--- config.mk ---
export PLATFORM = sky130hd
export DESIGN_NAME = wide_char_to_utf8_encoder
export DESIGN_NICKNAME = d
export VERILOG_FILES = /design/src/hdl/wcu8_pkg.sv /design/src/hdl/wide_char_to_utf8_encoder.sv /design/src/hdl/wcu8_front.sv /design/src/hdl/wcu8_queue.sv /design/src/hdl/wcu8_back.sv
export SDC_FILE = /design/constraint.sdc
export NUM_CORES = 1
export LEC_CHECK = 0
export BUFFER_PORTS_ARGS = -buffer_cell sky130_fd_sc_hd__buf_2
export CORE_MARGIN = 2
export CORE_UTILIZATION = 40
export CTS_BUF_LIST = sky130_fd_sc_hd__clkbuf_2
export DETAILED_ROUTE_END_ITERATION = 16
export GPL_ROUTABILITY_DRIVEN = 1
export MAX_ROUTING_LAYER = met4
export PLACE_DENSITY = 0.58
export REMOVE_ABC_BUFFERS = 1
export SYNTH_ARGS = -nofsm -noshare
export SYNTH_HDL_FRONTEND = slang
export SYNTH_SLANG_ARGS = --single-unit
--- constraint.sdc ---
create_clock -name i_clk -period 8 [get_ports i_clk]
set_input_delay 1.6 -clock i_clk [delete_from_list [all_inputs] [get_ports i_clk]]
set_output_delay 1.6 -clock i_clk [all_outputs]
set_load 0.03 [all_outputs]
--- src/hdl/wcu8_pkg.sv ---
package wcu8_pkg;

    localparam int QUEUE_DEPTH = 2;
    localparam int JOB_BYTES   = 7;

    localparam logic [15:0] SURR_MASK   = 16'hFC00;
    localparam logic [15:0] SURR_HIGH   = 16'hD800;
    localparam logic [15:0] SURR_LOW    = 16'hDC00;
    localparam logic [31:0] PLANE1_BASE = 32'h0001_0000;
    localparam logic [31:0] CODE_MAX    = 32'h0010_FFFF;
    localparam logic [7:0]  LEAD2       = 8'hC0;
    localparam logic [7:0]  LEAD3       = 8'hE0;
    localparam logic [7:0]  LEAD4       = 8'hF0;
    localparam logic [7:0]  CONT        = 8'h80;

    typedef struct packed {
        logic [3:0][7:0] bytes;
        logic [2:0]      len;
    } t_seg;

    typedef struct packed {
        logic [JOB_BYTES-1:0][7:0] bytes;
        logic [2:0]                cnt;
        logic                      term;
    } t_job;

    function automatic t_seg enc_three(input logic [31:0] v);
        t_seg s;
        s          = '0;
        s.bytes[0] = LEAD3 | v[19:12];
        s.bytes[1] = CONT | {2'b00, v[11:6]};
        s.bytes[2] = CONT | {2'b00, v[5:0]};
        s.len      = 3'd3;
        return s;
    endfunction

    function automatic t_seg enc_four(input logic [31:0] v);
        t_seg s;
        s          = '0;
        s.bytes[0] = LEAD4 | {5'b00000, v[20:18]};
        s.bytes[1] = CONT | {2'b00, v[17:12]};
        s.bytes[2] = CONT | {2'b00, v[11:6]};
        s.bytes[3] = CONT | {2'b00, v[5:0]};
        s.len      = 3'd4;
        return s;
    endfunction

    function automatic t_seg enc_short(input logic [31:0] v);
        t_seg s;
        s = '0;
        if (v < 32'h80) begin
            s.bytes[0] = v[7:0];
            s.len      = 3'd1;
        end else if (v < 32'h800) begin
            s.bytes[0] = LEAD2 | {3'b000, v[10:6]};
            s.bytes[1] = CONT | {2'b00, v[5:0]};
            s.len      = 3'd2;
        end else begin
            s = enc_three(v);
        end
        return s;
    endfunction

    function automatic t_job pack_job(input t_seg p1, input t_seg p2, input logic term);
        t_job       j;
        logic [3:0] k;
        logic [3:0] l1;
        logic [3:0] l12;
        logic [3:0] d;
        j   = '0;
        l1  = {1'b0, p1.len};
        l12 = l1 + {1'b0, p2.len};
        for (int i = 0; i < JOB_BYTES; i++) begin
            k = 4'(i);
            d = k - l1;
            if (k < l1) begin
                j.bytes[i] = p1.bytes[k[1:0]];
            end else if (k < l12) begin
                j.bytes[i] = p2.bytes[d[1:0]];
            end else begin
                j.bytes[i] = 8'h00;
            end
        end
        j.cnt  = 3'(l12 + {3'b000, term});
        j.term = term;
        return j;
    endfunction

endpackage

--- src/hdl/wide_char_to_utf8_encoder.sv ---
// An item's bytes go through the job queue and then the output job register before output.
// One byte per cycle while i_stall is low and the queue holds jobs; an item causing no
// byte pushes no job. The single byte lane sets this rate.
// A short job queue lets input keep flowing while earlier bytes wait to be taken.
// Synchronous active-low reset clears the mode, held surrogate, discard flag, queue and output.
module wide_char_to_utf8_encoder #(
    parameter int P_QUEUE_DEPTH = wcu8_pkg::QUEUE_DEPTH
) (
    input  logic        i_clk,
    input  logic        i_rst_n,
    input  logic        i_cfg_we,
    input  logic        i_cfg_wdata,
    input  logic        i_valid,
    output logic        o_stall,
    input  logic [31:0] i_code_unit,
    input  logic        i_ends_text,
    output logic        o_valid,
    input  logic        i_stall,
    output logic [7:0]  o_utf8_byte,
    output logic        o_last_of_run,
    output logic        o_is_terminator
);
    import wcu8_pkg::*;

    logic push;
    logic full;
    logic q_valid;
    logic pop;
    t_job f_job;
    t_job q_job;

    wcu8_front u_front (
        .i_clk       (i_clk),
        .i_rst_n     (i_rst_n),
        .i_cfg_we    (i_cfg_we),
        .i_cfg_wdata (i_cfg_wdata),
        .i_valid     (i_valid),
        .o_stall     (o_stall),
        .i_code_unit (i_code_unit),
        .i_ends_text (i_ends_text),
        .o_push      (push),
        .o_job       (f_job),
        .i_full      (full)
    );

    wcu8_queue #(
        .DEPTH (P_QUEUE_DEPTH)
    ) u_queue (
        .i_clk   (i_clk),
        .i_rst_n (i_rst_n),
        .i_push  (push),
        .i_job   (f_job),
        .o_full  (full),
        .o_valid (q_valid),
        .o_job   (q_job),
        .i_pop   (pop)
    );

    wcu8_back u_back (
        .i_clk           (i_clk),
        .i_rst_n         (i_rst_n),
        .i_q_valid       (q_valid),
        .i_q_job         (q_job),
        .o_pop           (pop),
        .o_valid         (o_valid),
        .i_stall         (i_stall),
        .o_utf8_byte     (o_utf8_byte),
        .o_last_of_run   (o_last_of_run),
        .o_is_terminator (o_is_terminator)
    );

endmodule

--- src/hdl/wcu8_front.sv ---
module wcu8_front (
    input  logic          i_clk,
    input  logic          i_rst_n,
    input  logic          i_cfg_we,
    input  logic          i_cfg_wdata,
    input  logic          i_valid,
    output logic          o_stall,
    input  logic [31:0]   i_code_unit,
    input  logic          i_ends_text,
    output logic          o_push,
    output wcu8_pkg::t_job o_job,
    input  logic          i_full
);
    import wcu8_pkg::*;

    logic        r_mode;
    logic [15:0] r_held;
    logic        r_pend;
    logic        r_disc;
    logic [15:0] n_held;
    logic        n_pend;
    logic        n_disc;

    t_seg        seg1;
    t_seg        seg2;
    logic        term;
    logic        done;
    logic        consumed;
    logic [15:0] u;
    logic [20:0] pair;
    logic        accept;
    t_job        job;

    assign u    = i_code_unit[15:0];
    assign pair = {1'b0, r_held[9:0], u[9:0]} + PLANE1_BASE[20:0];

    always_comb begin
        seg1     = '0;
        seg2     = '0;
        term     = 1'b0;
        done     = 1'b0;
        consumed = 1'b0;
        n_held   = r_held;
        n_pend   = r_pend;
        n_disc   = r_disc;
        if (r_disc) begin
            if (i_ends_text) begin
                n_disc = 1'b0;
            end
        end else begin
            if (r_mode) begin
                n_pend = 1'b0;
                n_held = '0;
                if (i_code_unit == '0) begin
                    done = 1'b1;
                end else if (i_code_unit < PLANE1_BASE || i_code_unit > CODE_MAX) begin
                    seg1 = enc_short(i_code_unit);
                end else begin
                    seg1 = enc_four(i_code_unit);
                end
            end else begin
                if (r_pend) begin
                    n_pend = 1'b0;
                    n_held = '0;
                    if ((u & SURR_MASK) == SURR_LOW) begin
                        seg1     = enc_four({11'b0, pair});
                        consumed = 1'b1;
                    end else begin
                        seg1 = enc_three({16'b0, r_held});
                    end
                end
                if (!consumed) begin
                    if (u == '0) begin
                        done = 1'b1;
                    end else if ((u & SURR_MASK) == SURR_HIGH && !i_ends_text) begin
                        n_held = u;
                        n_pend = 1'b1;
                    end else begin
                        seg2 = enc_short({16'b0, u});
                    end
                end
            end
            if (done || i_ends_text) begin
                term = 1'b1;
                if (done && !i_ends_text) begin
                    n_disc = 1'b1;
                end
            end
        end
    end

    assign job     = pack_job(seg1, seg2, term);
    assign o_stall = i_full;
    assign accept  = i_valid && !i_full;
    assign o_push  = accept && (job.cnt != 3'd0);
    assign o_job   = job;

    always_ff @(posedge i_clk) begin
        if (!i_rst_n) begin
            r_mode <= 1'b0;
            r_held <= '0;
            r_pend <= 1'b0;
            r_disc <= 1'b0;
        end else begin
            if (i_cfg_we) begin
                r_mode <= i_cfg_wdata;
            end
            if (accept) begin
                r_held <= n_held;
                r_pend <= n_pend;
                r_disc <= n_disc;
            end
        end
    end

endmodule

--- src/hdl/wcu8_queue.sv ---
module wcu8_queue #(
    parameter int DEPTH = wcu8_pkg::QUEUE_DEPTH
) (
    input  logic           i_clk,
    input  logic           i_rst_n,
    input  logic           i_push,
    input  wcu8_pkg::t_job i_job,
    output logic           o_full,
    output logic           o_valid,
    output wcu8_pkg::t_job o_job,
    input  logic           i_pop
);
    import wcu8_pkg::*;

    localparam int PW = (DEPTH > 1) ? $clog2(DEPTH) : 1;
    localparam int CW = $clog2(DEPTH + 1);

    t_job          r_mem [DEPTH];
    logic [PW-1:0] r_wptr;
    logic [PW-1:0] r_rptr;
    logic [CW-1:0] r_count;
    logic          do_push;
    logic          do_pop;

    assign o_full  = (r_count == CW'(DEPTH));
    assign o_valid = (r_count != '0);
    assign o_job   = r_mem[r_rptr];
    assign do_push = i_push && !o_full;
    assign do_pop  = i_pop && o_valid;

    always_ff @(posedge i_clk) begin
        if (do_push) begin
            r_mem[r_wptr] <= i_job;
        end
    end

    always_ff @(posedge i_clk) begin
        if (!i_rst_n) begin
            r_wptr  <= '0;
            r_rptr  <= '0;
            r_count <= '0;
        end else begin
            if (do_push) begin
                r_wptr <= (r_wptr == PW'(DEPTH - 1)) ? '0 : r_wptr + 1'b1;
            end
            if (do_pop) begin
                r_rptr <= (r_rptr == PW'(DEPTH - 1)) ? '0 : r_rptr + 1'b1;
            end
            if (do_push && !do_pop) begin
                r_count <= r_count + 1'b1;
            end else if (do_pop && !do_push) begin
                r_count <= r_count - 1'b1;
            end
        end
    end

endmodule

--- src/hdl/wcu8_back.sv ---
module wcu8_back (
    input  logic           i_clk,
    input  logic           i_rst_n,
    input  logic           i_q_valid,
    input  wcu8_pkg::t_job i_q_job,
    output logic           o_pop,
    output logic           o_valid,
    input  logic           i_stall,
    output logic [7:0]     o_utf8_byte,
    output logic           o_last_of_run,
    output logic           o_is_terminator
);
    import wcu8_pkg::*;

    t_job       r_job;
    logic [2:0] r_idx;
    logic       r_busy;
    logic       last;
    logic       take;

    assign last            = (r_idx == r_job.cnt - 3'd1);
    assign take            = r_busy && !i_stall;
    assign o_pop           = i_q_valid && (!r_busy || (take && last));
    assign o_valid         = r_busy;
    assign o_utf8_byte     = r_job.bytes[r_idx];
    assign o_last_of_run   = last;
    assign o_is_terminator = last && r_job.term;

    always_ff @(posedge i_clk) begin
        if (o_pop) begin
            r_job <= i_q_job;
        end
    end

    always_ff @(posedge i_clk) begin
        if (!i_rst_n) begin
            r_idx  <= '0;
            r_busy <= 1'b0;
        end else begin
            if (o_pop) begin
                r_idx  <= '0;
                r_busy <= 1'b1;
            end else if (take && last) begin
                r_busy <= 1'b0;
            end else if (take) begin
                r_idx <= r_idx + 3'd1;
            end
        end
    end

endmodule

==> results.sh, run 1 <==
export IMPL_cts_resized=0
export IMPL_place_ws_ns=1.40
export IMPL_grtUsageTotal_pct=19.9
export IMPL_yosysTopAreaCell="edfxtp_1"
export IMPL_crit_chain="buf_2 -> or4_1 -> nor2_4 -> nand3_2 -> o211ai_4 -> inv_2 -> ha_1 -> inv_1 -> fa_1 -> inv_1 -> nor4_1 -> o21ai_0 -> o311a_1 -> a41o_1 -> and3_2 -> buf_4"
export IMPL_fin_nets=903
export IMPL_synth_adder_area_share_pct=1.08
export IMPL_synthXorXnorAreaFrac_pct=1.14
export IMPL_cts_sinks=207
export IMPL_fin_ws_ns=2.09
export IMPL_mappedNetlistArea_um2=10000
export IMPL_synth_most_common_cell="edfxtp_1"
export IMPL_met3_length_um=1630
export IMPL_final_period_utilization_pct=73.8
export IMPL_drive_gt1_share_pct=27.1
export IMPL_pwr_share_clk_pct=21.8
export IMPL_antenna_left=0
export IMPL_hold_end="u_front.r_held[10]"
export IMPL_yosysUniqueCellTypes=81
export IMPL_crit_top_cell="inv_1"
export IMPL_synth_edff_count=180
export IMPL_drt_iter0_markers=608
export IMPL_p_leak_nw=3.89
export IMPL_path_max_fanout=60
export IMPL_critical_path_top_delay_family="simple AND/OR/NAND/NOR gates"
export IMPL_synth_simple_area_share_pct=10.2
export IMPL_wl_per_cell_um=20.6
export IMPL_antenna_found_initial=1
export IMPL_multi_input_area_um2=3730
export IMPL_cp_depth=16
export IMPL_power_density_nw_per_um2=272
export IMPL_crit_required_ns=8.37
export IMPL_cp_slowest_stage_delay_ns=0.72
export IMPL_rsz0062_at_grt="no"
export IMPL_num_rows=57
export IMPL_area_delta_synth_final_pct=9.71
export IMPL_routed_top_layer="met4"
export IMPL_gp_congestion=0.986
export IMPL_synth_mux_area_share_pct=11.1
export IMPL_cts_tree="built"
export IMPL_met1Wirelength_um=11300
export IMPL_post_cts_buffers=0
export IMPL_via_per_inst=5.57
export IMPL_postSynthAreaPerCell_um2=12.7
export IMPL_cts_hold_buf=0
export IMPL_min_from="u_front.r_held[10]"
export IMPL_synth_top_area_share_pct=54.1
export IMPL_total_power_mw=2.98
export IMPL_regArea_um2=5950
export IMPL_worstMarginPinSlew_ns=1.00
export IMPL_p_int_mw=2.05
export IMPL_grt_ovfl_total=0
export IMPL_arrival_ns=6.28
export IMPL_fill_cells=2314
export IMPL_cts_inserted_buffers=50
export IMPL_setup_viol=0
export IMPL_ys_ff_latch=207
export IMPL_dieArea_um2=26300
export IMPL_status="finished, final reports clean"
export IMPL_synthCells=788
export IMPL_fin_worst_skew_ns=0.0201
export IMPL_clk_path_buf_depth=3
export IMPL_swShare_pct=31.2
export IMPL_ios=51
export IMPL_cap_viol_max_count=0
export IMPL_startpoint_type="input port"
export IMPL_power_frac_comb_pct=25.1
export IMPL_clkLatencyLatePin_ns=0.76
export IMPL_dr_pass1_iters=5
export IMPL_ff2ff_setup_slack_ns=2.38
export IMPL_critPathSlowestCell="or4_1"
export IMPL_synth_seq_area_share_pct=59.5
export IMPL_wirelength_um=25100
export IMPL_initial_core_util_pct=40.9
export IMPL_ys_async_sr_fraction_pct=0
export IMPL_instances_no_fill=1221
export IMPL_dieHeight_um=162
export IMPL_wl_met2_um=11600
export IMPL_yosysWarningCount=0
export IMPL_place_area_um2=10500
export IMPL_clkTransAtPathRegs_ns=0.08
export IMPL_vias=6796
export IMPL_critical_path_endpoint_type="register"
export IMPL_core_area_um2=24500
export IMPL_report_final_hold_viol_count=0
export IMPL_drc=0
export IMPL_yosys_top_cells_count="edfxtp_1 (180), mux2_2 (68), nor2_1 (57)"
export IMPL_min_period_ns=5.91
export IMPL_worstReg2RegStart="u_front.r_mode"
export IMPL_max_slew_margin_rel_pct=33.1
export IMPL_grt_pass1_vias=6723
export IMPL_slew_viol_final=0
export IMPL_fmax_ghz=0.169
export IMPL_dieWidth_um=162
export IMPL_root_buffer="clkbuf_2"
export IMPL_ir_drop_uv=223
export IMPL_hold_depth=1
export IMPL_critical_path_class="input port to register"
export IMPL_synthFlopType="edfxtp_1"
export IMPL_synth_compound_area_share_pct=13.5
export IMPL_h_tree_depth=2
export IMPL_grt_max_degree=62
export IMPL_ff2ff_path_depth=17
export IMPL_pwr_share_seq_pct=53.0
export IMPL_power_net_switching_mw=0.931
export IMPL_portBuffers=50
export IMPL_fin_area_um2=11000
export IMPL_synth_area_top_cells="edfxtp_1 (54%), mux2_2 (7.7%), dfxtp_1 (5.4%)"
export IMPL_fin_setup_tns_ns=0
export IMPL_placedCellCount=1128
export IMPL_r2r_end="u_queue.r_count[1]"
export IMPL_hold_class="register to register"
export IMPL_synth_top_family_by_area="compound AO/OA/AOI/OAI gates"
export IMPL_dpl_hpwl_um=16900
export IMPL_crit_buf_inv=5
export IMPL_grt_pass1_wl_um=39000
-- cells in the final DEF (no fill, tap or decap), types with 22 or more instances in the layout --
cell type,count
edfxtp_1,180
clkbuf_2,75
mux2_2,68
nor2_1,57
buf_2,50
nand2_1,44
a21oi_1,44
o21ai_0,39
dfxtp_1,26
inv_1,22
-- worst reg2reg max path, stage by stage, from the launching register on --
cell and delay [ns]:
dfxtp_1 0.59, buf_4 0.36, inv_1 0.22, a41oi_1 0.69, o211ai_4 0.26, inv_2 0.30
ha_1 0.24, inv_1 0.06, fa_1 0.73, inv_1 0.18, nor4_1 0.41, o21ai_0 0.15
o311a_1 0.12, a41o_1 0.26, and2_1 0.16, ha_1 0.31, or3_1 0.38, a21boi_0 0.15
-- metrics by stage --
stage / utilization, % / hold WS [ns]
floorplan: - / 0.452
global placement: 43.0 / 0.471
detailed placement: 43.0 / 0.477
CTS: 44.8 / 0.490
global route: 44.8 / 0.517
finish: 44.8 / 0.486
-- cells by family (layout without fill, tap and decap cells) --
group / count (synthesis) / count (layout)
compound gates: 193 / 193
simple gates: 196 / 196
other cells: 1 / 9
fa+ha+maj: 8 / 8
buf+inv: 78 / 179
mux: 92 / 92
flops: 207 / 207
xor+xnor: 13 / 13
-- state kept, by name, indices dropped and copies added (netlist names) --
register and cells:
u_back.r_job 60, u_queue.r_wptr 1, u_back.r_idx 3, u_front.r_disc 1, u_front.r_mode 1, u_back.o_valid 1
u_front.r_pend 1, u_front.r_held 16, u_queue.r_count 2, u_queue.r_rptr 1, u_queue.r_mem 120
-- power groups by stage --
stage	Combinational [mW]	Sequential, mW	Clock (mW)
floorplan	0.503	1.63	0
global route	0.828	1.61	0.746
CTS	0.763	1.59	0.684
detailed placement	0.757	1.61	0
finish	0.750	1.58	0.652
global placement	0.760	1.60	0
-- layout make-up --
type,count,share of cell area (%)
antenna,1,0.0228
tap,324,3.70
timing repair buffer,62,3.10
inverter,25,0.867
multi-input combinational,510,34.0
sequential,207,54.2
clock inverter,17,0.661
clock buffer,75,3.42
-- routing by layer --
metal	track usage, %	vias to the layer above
met5	-	-
met4	6.48	0
met3	4.16	60
met2	30.3	283
met1	27.0	3270
li1	-	3183
-- worst max path at each step --
| stage | start | end |
|---|---|---|
| after detailed placement | i_code_unit[13] | u_queue.r_mem[1][22] |
| after CTS | i_code_unit[13] | u_queue.r_mem[1][14] |
| after global placement | i_code_unit[13] | u_queue.r_mem[0][22] |
| after global routing | i_code_unit[21] | u_queue.r_mem[0][14] |
| final | i_code_unit[13] | u_queue.r_mem[1][14] |
| after floorplan | i_code_unit[13] | u_queue.r_mem[0][0] |
Note: power is estimated with default switching activity, not from simulation.
==> run 2: changes to the inputs <==
--- a/config.mk
+++ b/config.mk
@@ -5,6 +5,7 @@
 export SDC_FILE = /design/constraint.sdc
 export NUM_CORES = 1
 export LEC_CHECK = 0
+export ABC_AREA = 1
 export BUFFER_PORTS_ARGS = -buffer_cell sky130_fd_sc_hd__buf_2
 export CORE_MARGIN = 2
 export CORE_UTILIZATION = 40
@@ -12,7 +13,7 @@
 export DETAILED_ROUTE_END_ITERATION = 16
 export GPL_ROUTABILITY_DRIVEN = 1
 export MAX_ROUTING_LAYER = met4
-export PLACE_DENSITY = 0.58
+export PLACE_DENSITY = 0.6
 export REMOVE_ABC_BUFFERS = 1
 export SYNTH_ARGS = -nofsm -noshare
 export SYNTH_HDL_FRONTEND = slang
==> constraint.sdc (replaced) <==
create_clock -name i_clk -period 5 [get_ports i_clk]
set_input_delay 1 -clock i_clk [delete_from_list [all_inputs] [get_ports i_clk]]
set_output_delay 1 -clock i_clk [all_outputs]
set_load 0.03 [all_outputs]
==> results.sh, run 2 <==
export IMPL_synth_seq_area_share_pct=61.1
export IMPL_num_rows=57
export IMPL_fin_nets=1173
export IMPL_synth_area_top_cells="edfxtp_1 (56%), nand2_1 (13%), dfxtp_1 (5.6%)"
export IMPL_dieHeight_um=160
export IMPL_grt_pass1_vias=7117
export IMPL_top_regs="u_queue.r_mem x120, u_back.r_job x60, u_front.r_held x16"
export IMPL_placedCellCount=1396
export IMPL_regArea_um2=5950
export IMPL_power_net_switching_mw=1.77
export IMPL_fill_cells=2377
export IMPL_via_per_inst=4.99
export IMPL_antenna_left=0
export IMPL_fmax_ghz=0.248
export IMPL_crit_top_cell="inv_1"
export IMPL_vias=7453
export IMPL_yosysTopAreaCell="edfxtp_1"
export IMPL_report_final_hold_viol_count=0
export IMPL_pwr_share_clk_pct=22.8
export IMPL_mappedNetlistArea_um2=9730
export IMPL_cts_hold_buf=0
export IMPL_hold_depth=2
export IMPL_ff2ff_setup_slack_ns=1.31
export IMPL_dieWidth_um=160
export IMPL_wl_per_cell_um=16.8
export IMPL_yosysUniqueCellTypes=48
export IMPL_yosysWarningCount=0
export IMPL_area_delta_synth_final_pct=13.0
export IMPL_dieArea_um2=25600
export IMPL_min_from="u_front.r_held[10]"
export IMPL_clk_path_buf_depth=3
export IMPL_largest_reg_flops=120
export IMPL_critPathSlowestCell="fa_1"
export IMPL_dr_pass1_iters=5
export IMPL_drc=0
export IMPL_drive_gt1_share_pct=16.0
export IMPL_grt_pass1_wl_um=39400
export IMPL_hold_end="u_front.r_held[10]"
export IMPL_synth_top_area_share_pct=55.6
export IMPL_critical_path_endpoint_type="register"
export IMPL_grtUsageTotal_pct=20.4
export IMPL_hold_slack_ns=0.446
export IMPL_r2r_end="u_queue.r_count[1]"
export IMPL_startpoint_type="input port"
export IMPL_core_area_um2=24100
export IMPL_synth_most_common_cell="nand2_1"
export IMPL_ios=51
export IMPL_crit_required_ns=5.65
export IMPL_gp_congestion=0.966
export IMPL_rsz0062_at_grt="no"
export IMPL_yosys_top_cells_count="nand2_1 (329), edfxtp_1 (180), nor2_1 (101)"
export IMPL_cts_inserted_buffers=52
export IMPL_largest_register="u_queue.r_mem"
export IMPL_arrival_ns=4.69
export IMPL_ys_ff_latch=207
export IMPL_ff2ff_path_depth=22
export IMPL_worstReg2RegStart="u_front.r_mode"
export IMPL_hold_class="register to register"
export IMPL_setup_viol=0
export IMPL_synth_edff_count=180
export IMPL_ir_drop_uv=201
export IMPL_slew_viol_final=0
export IMPL_layout_common_cells="nand2_1 (329), edfxtp_1 (180), nor2_1 (100)"
export IMPL_critical_path_class="input port to register"
export IMPL_post_cts_buffers=0
export IMPL_clkTransAtPathRegs_ns=0.09
export IMPL_grt_ovfl_total=0
export IMPL_final_common_cell="nand2_1"
export IMPL_multi_input_area_um2=3360
export IMPL_ys_async_sr_fraction_pct=0
export IMPL_p_leak_nw=4.57
export IMPL_initial_core_util_pct=40.3
export IMPL_postSynthAreaPerCell_um2=9.49
export IMPL_antenna_found_initial=1
export IMPL_cts_resized=0
export IMPL_total_power_mw=5.12
export IMPL_power_frac_comb_pct=26.8
export IMPL_pwr_share_seq_pct=50.4
export IMPL_cap_viol_max_count=0
export IMPL_synthFlopType="edfxtp_1"
export IMPL_root_buffer="clkbuf_2"
export IMPL_cts_sinks=207
export IMPL_utilization_pct=45.6
export IMPL_power_density_nw_per_um2=465
export IMPL_cp_slowest_stage_delay_ns=0.45
export IMPL_critical_path_top_delay_family="simple AND/OR/NAND/NOR gates"
export IMPL_grt_max_degree=62
export IMPL_path_max_fanout=15
export IMPL_worstMarginPinSlew_ns=1.11
export IMPL_portBuffers=50
export IMPL_synthCells=1025
export IMPL_swShare_pct=34.6
export IMPL_crit_buf_inv=8
export IMPL_clkLatencyLatePin_ns=0.81
export IMPL_status="finished, final reports clean"
export IMPL_wirelength_um=25000
export IMPL_drt_iter0_markers=683
export IMPL_dpl_hpwl_um=17400
export IMPL_p_int_mw=3.34
export IMPL_h_tree_depth=2
export IMPL_fin_worst_skew_ns=0.0781
export IMPL_max_slew_margin_rel_pct=25.4
export IMPL_final_period_utilization_pct=80.6
export IMPL_min_period_ns=4.03
export IMPL_cts_tree="built"
export IMPL_instances_no_fill=1493
## run 2: cell types whose count changed in the layout (fill, tap and decap cells not counted), moves of 25 or more
cell,before,now
nand2_1,44,329
o21ai_0,39,74
mux2_2,68,0
nor2_1,57,100
nand3_1,10,35
inv_1,22,68
## run 2: how the worst max path moves through the flow
stage	cells after the start	start	to
3_5_place_dp	27	i_code_unit[13]	u_queue.r_count[1]
5_1_grt	27	i_code_unit[19]	u_queue.r_count[1]
4_1_cts	27	i_code_unit[13]	u_queue.r_count[1]
6_report	27	i_code_unit[13]	u_queue.r_count[1]
3_3_place_gp	27	i_code_unit[19]	u_queue.r_count[1]
2_1_floorplan	20	i_code_unit[17]	u_queue.r_mem[0][0]
## run 2: logic make-up (layout without fill, tap and decap cells)
| logic type | Yosys count | in the layout | synth area share (%) |
|---|---|---|---|
| AO/OA/AOI/OAI | 184 | 184 | 11.0 |
| XOR/XNOR | 6 | 6 | 0.540 |
| adder cells (fa/ha/maj) | 8 | 8 | 1.11 |
| buffers and inverters | 114 | 250 | 4.68 |
| flip-flops | 207 | 207 | 61.1 |
| other | 1 | 9 | 0.0386 |
| AND/OR/NAND/NOR | 505 | 505 | 21.5 |
## run 2: final cells by class
| class | count | share of cell area [%] |
|---|---|---|
| timing repair buffer | 76 | 4.28 |
| inverter | 78 | 2.69 |
| antenna | 1 | 0.0228 |
| tap | 324 | 3.69 |
| multi-input combinational | 711 | 30.6 |
| sequential | 207 | 54.1 |
| clock buffer | 70 | 3.19 |
| clock inverter | 26 | 1.47 |
## run 2: metrics by stage
step,area [um^2],TNS (ns),worst slack [ns]
floorplan,9590,-88.73,-1.43
global placement,10500,0,0.357
detailed placement,10500,0,0.257
CTS,11000,0,1.09
global route,11000,0,0.702
finish,11000,0,0.969
## run 2: per-layer routing
| metal | global-route usage, % | vias up | share of wire, % |
|---|---|---|---|
| li1 | - | 3750 | - |
| met1 | 27.1 | 3418 | 45 |
| met2 | 32.1 | 239 | 47 |
| met3 | 3.30 | 46 | 5.2 |
| met5 | - | - | 0 |
| met4 | 7.04 | 0 | 2.5 |
## run 2: power groups by stage
stage	Combinational (mW)	Sequential [mW]	Clock (mW)
2_1_floorplan	0.866	2.67	0
6_report	1.37	2.58	1.17
4_1_cts	1.40	2.58	1.21
3_5_place_dp	1.39	2.62	0
3_3_place_gp	1.37	2.61	0
5_1_grt	1.55	2.62	1.30
## run 2: worst register-to-register path, cell delays in order, from the launching register on
cell     delay, ns
dfxtp_1       0.32
inv_1         0.07
buf_4         0.26
nand2_1       0.15
inv_1         0.08
nand4_1       0.16
nor2_1        0.25
ha_1          0.21
inv_1         0.05
fa_1          0.49
inv_1         0.15
nand2_1       0.09
inv_1         0.08
nor2_1        0.06
nor2_1        0.09
nand3_1       0.13
nand2_1       0.15
inv_1         0.06
ha_1          0.29
a21oi_1       0.12
o21ai_0       0.11
o21ai_0       0.17
a21oi_1       0.05
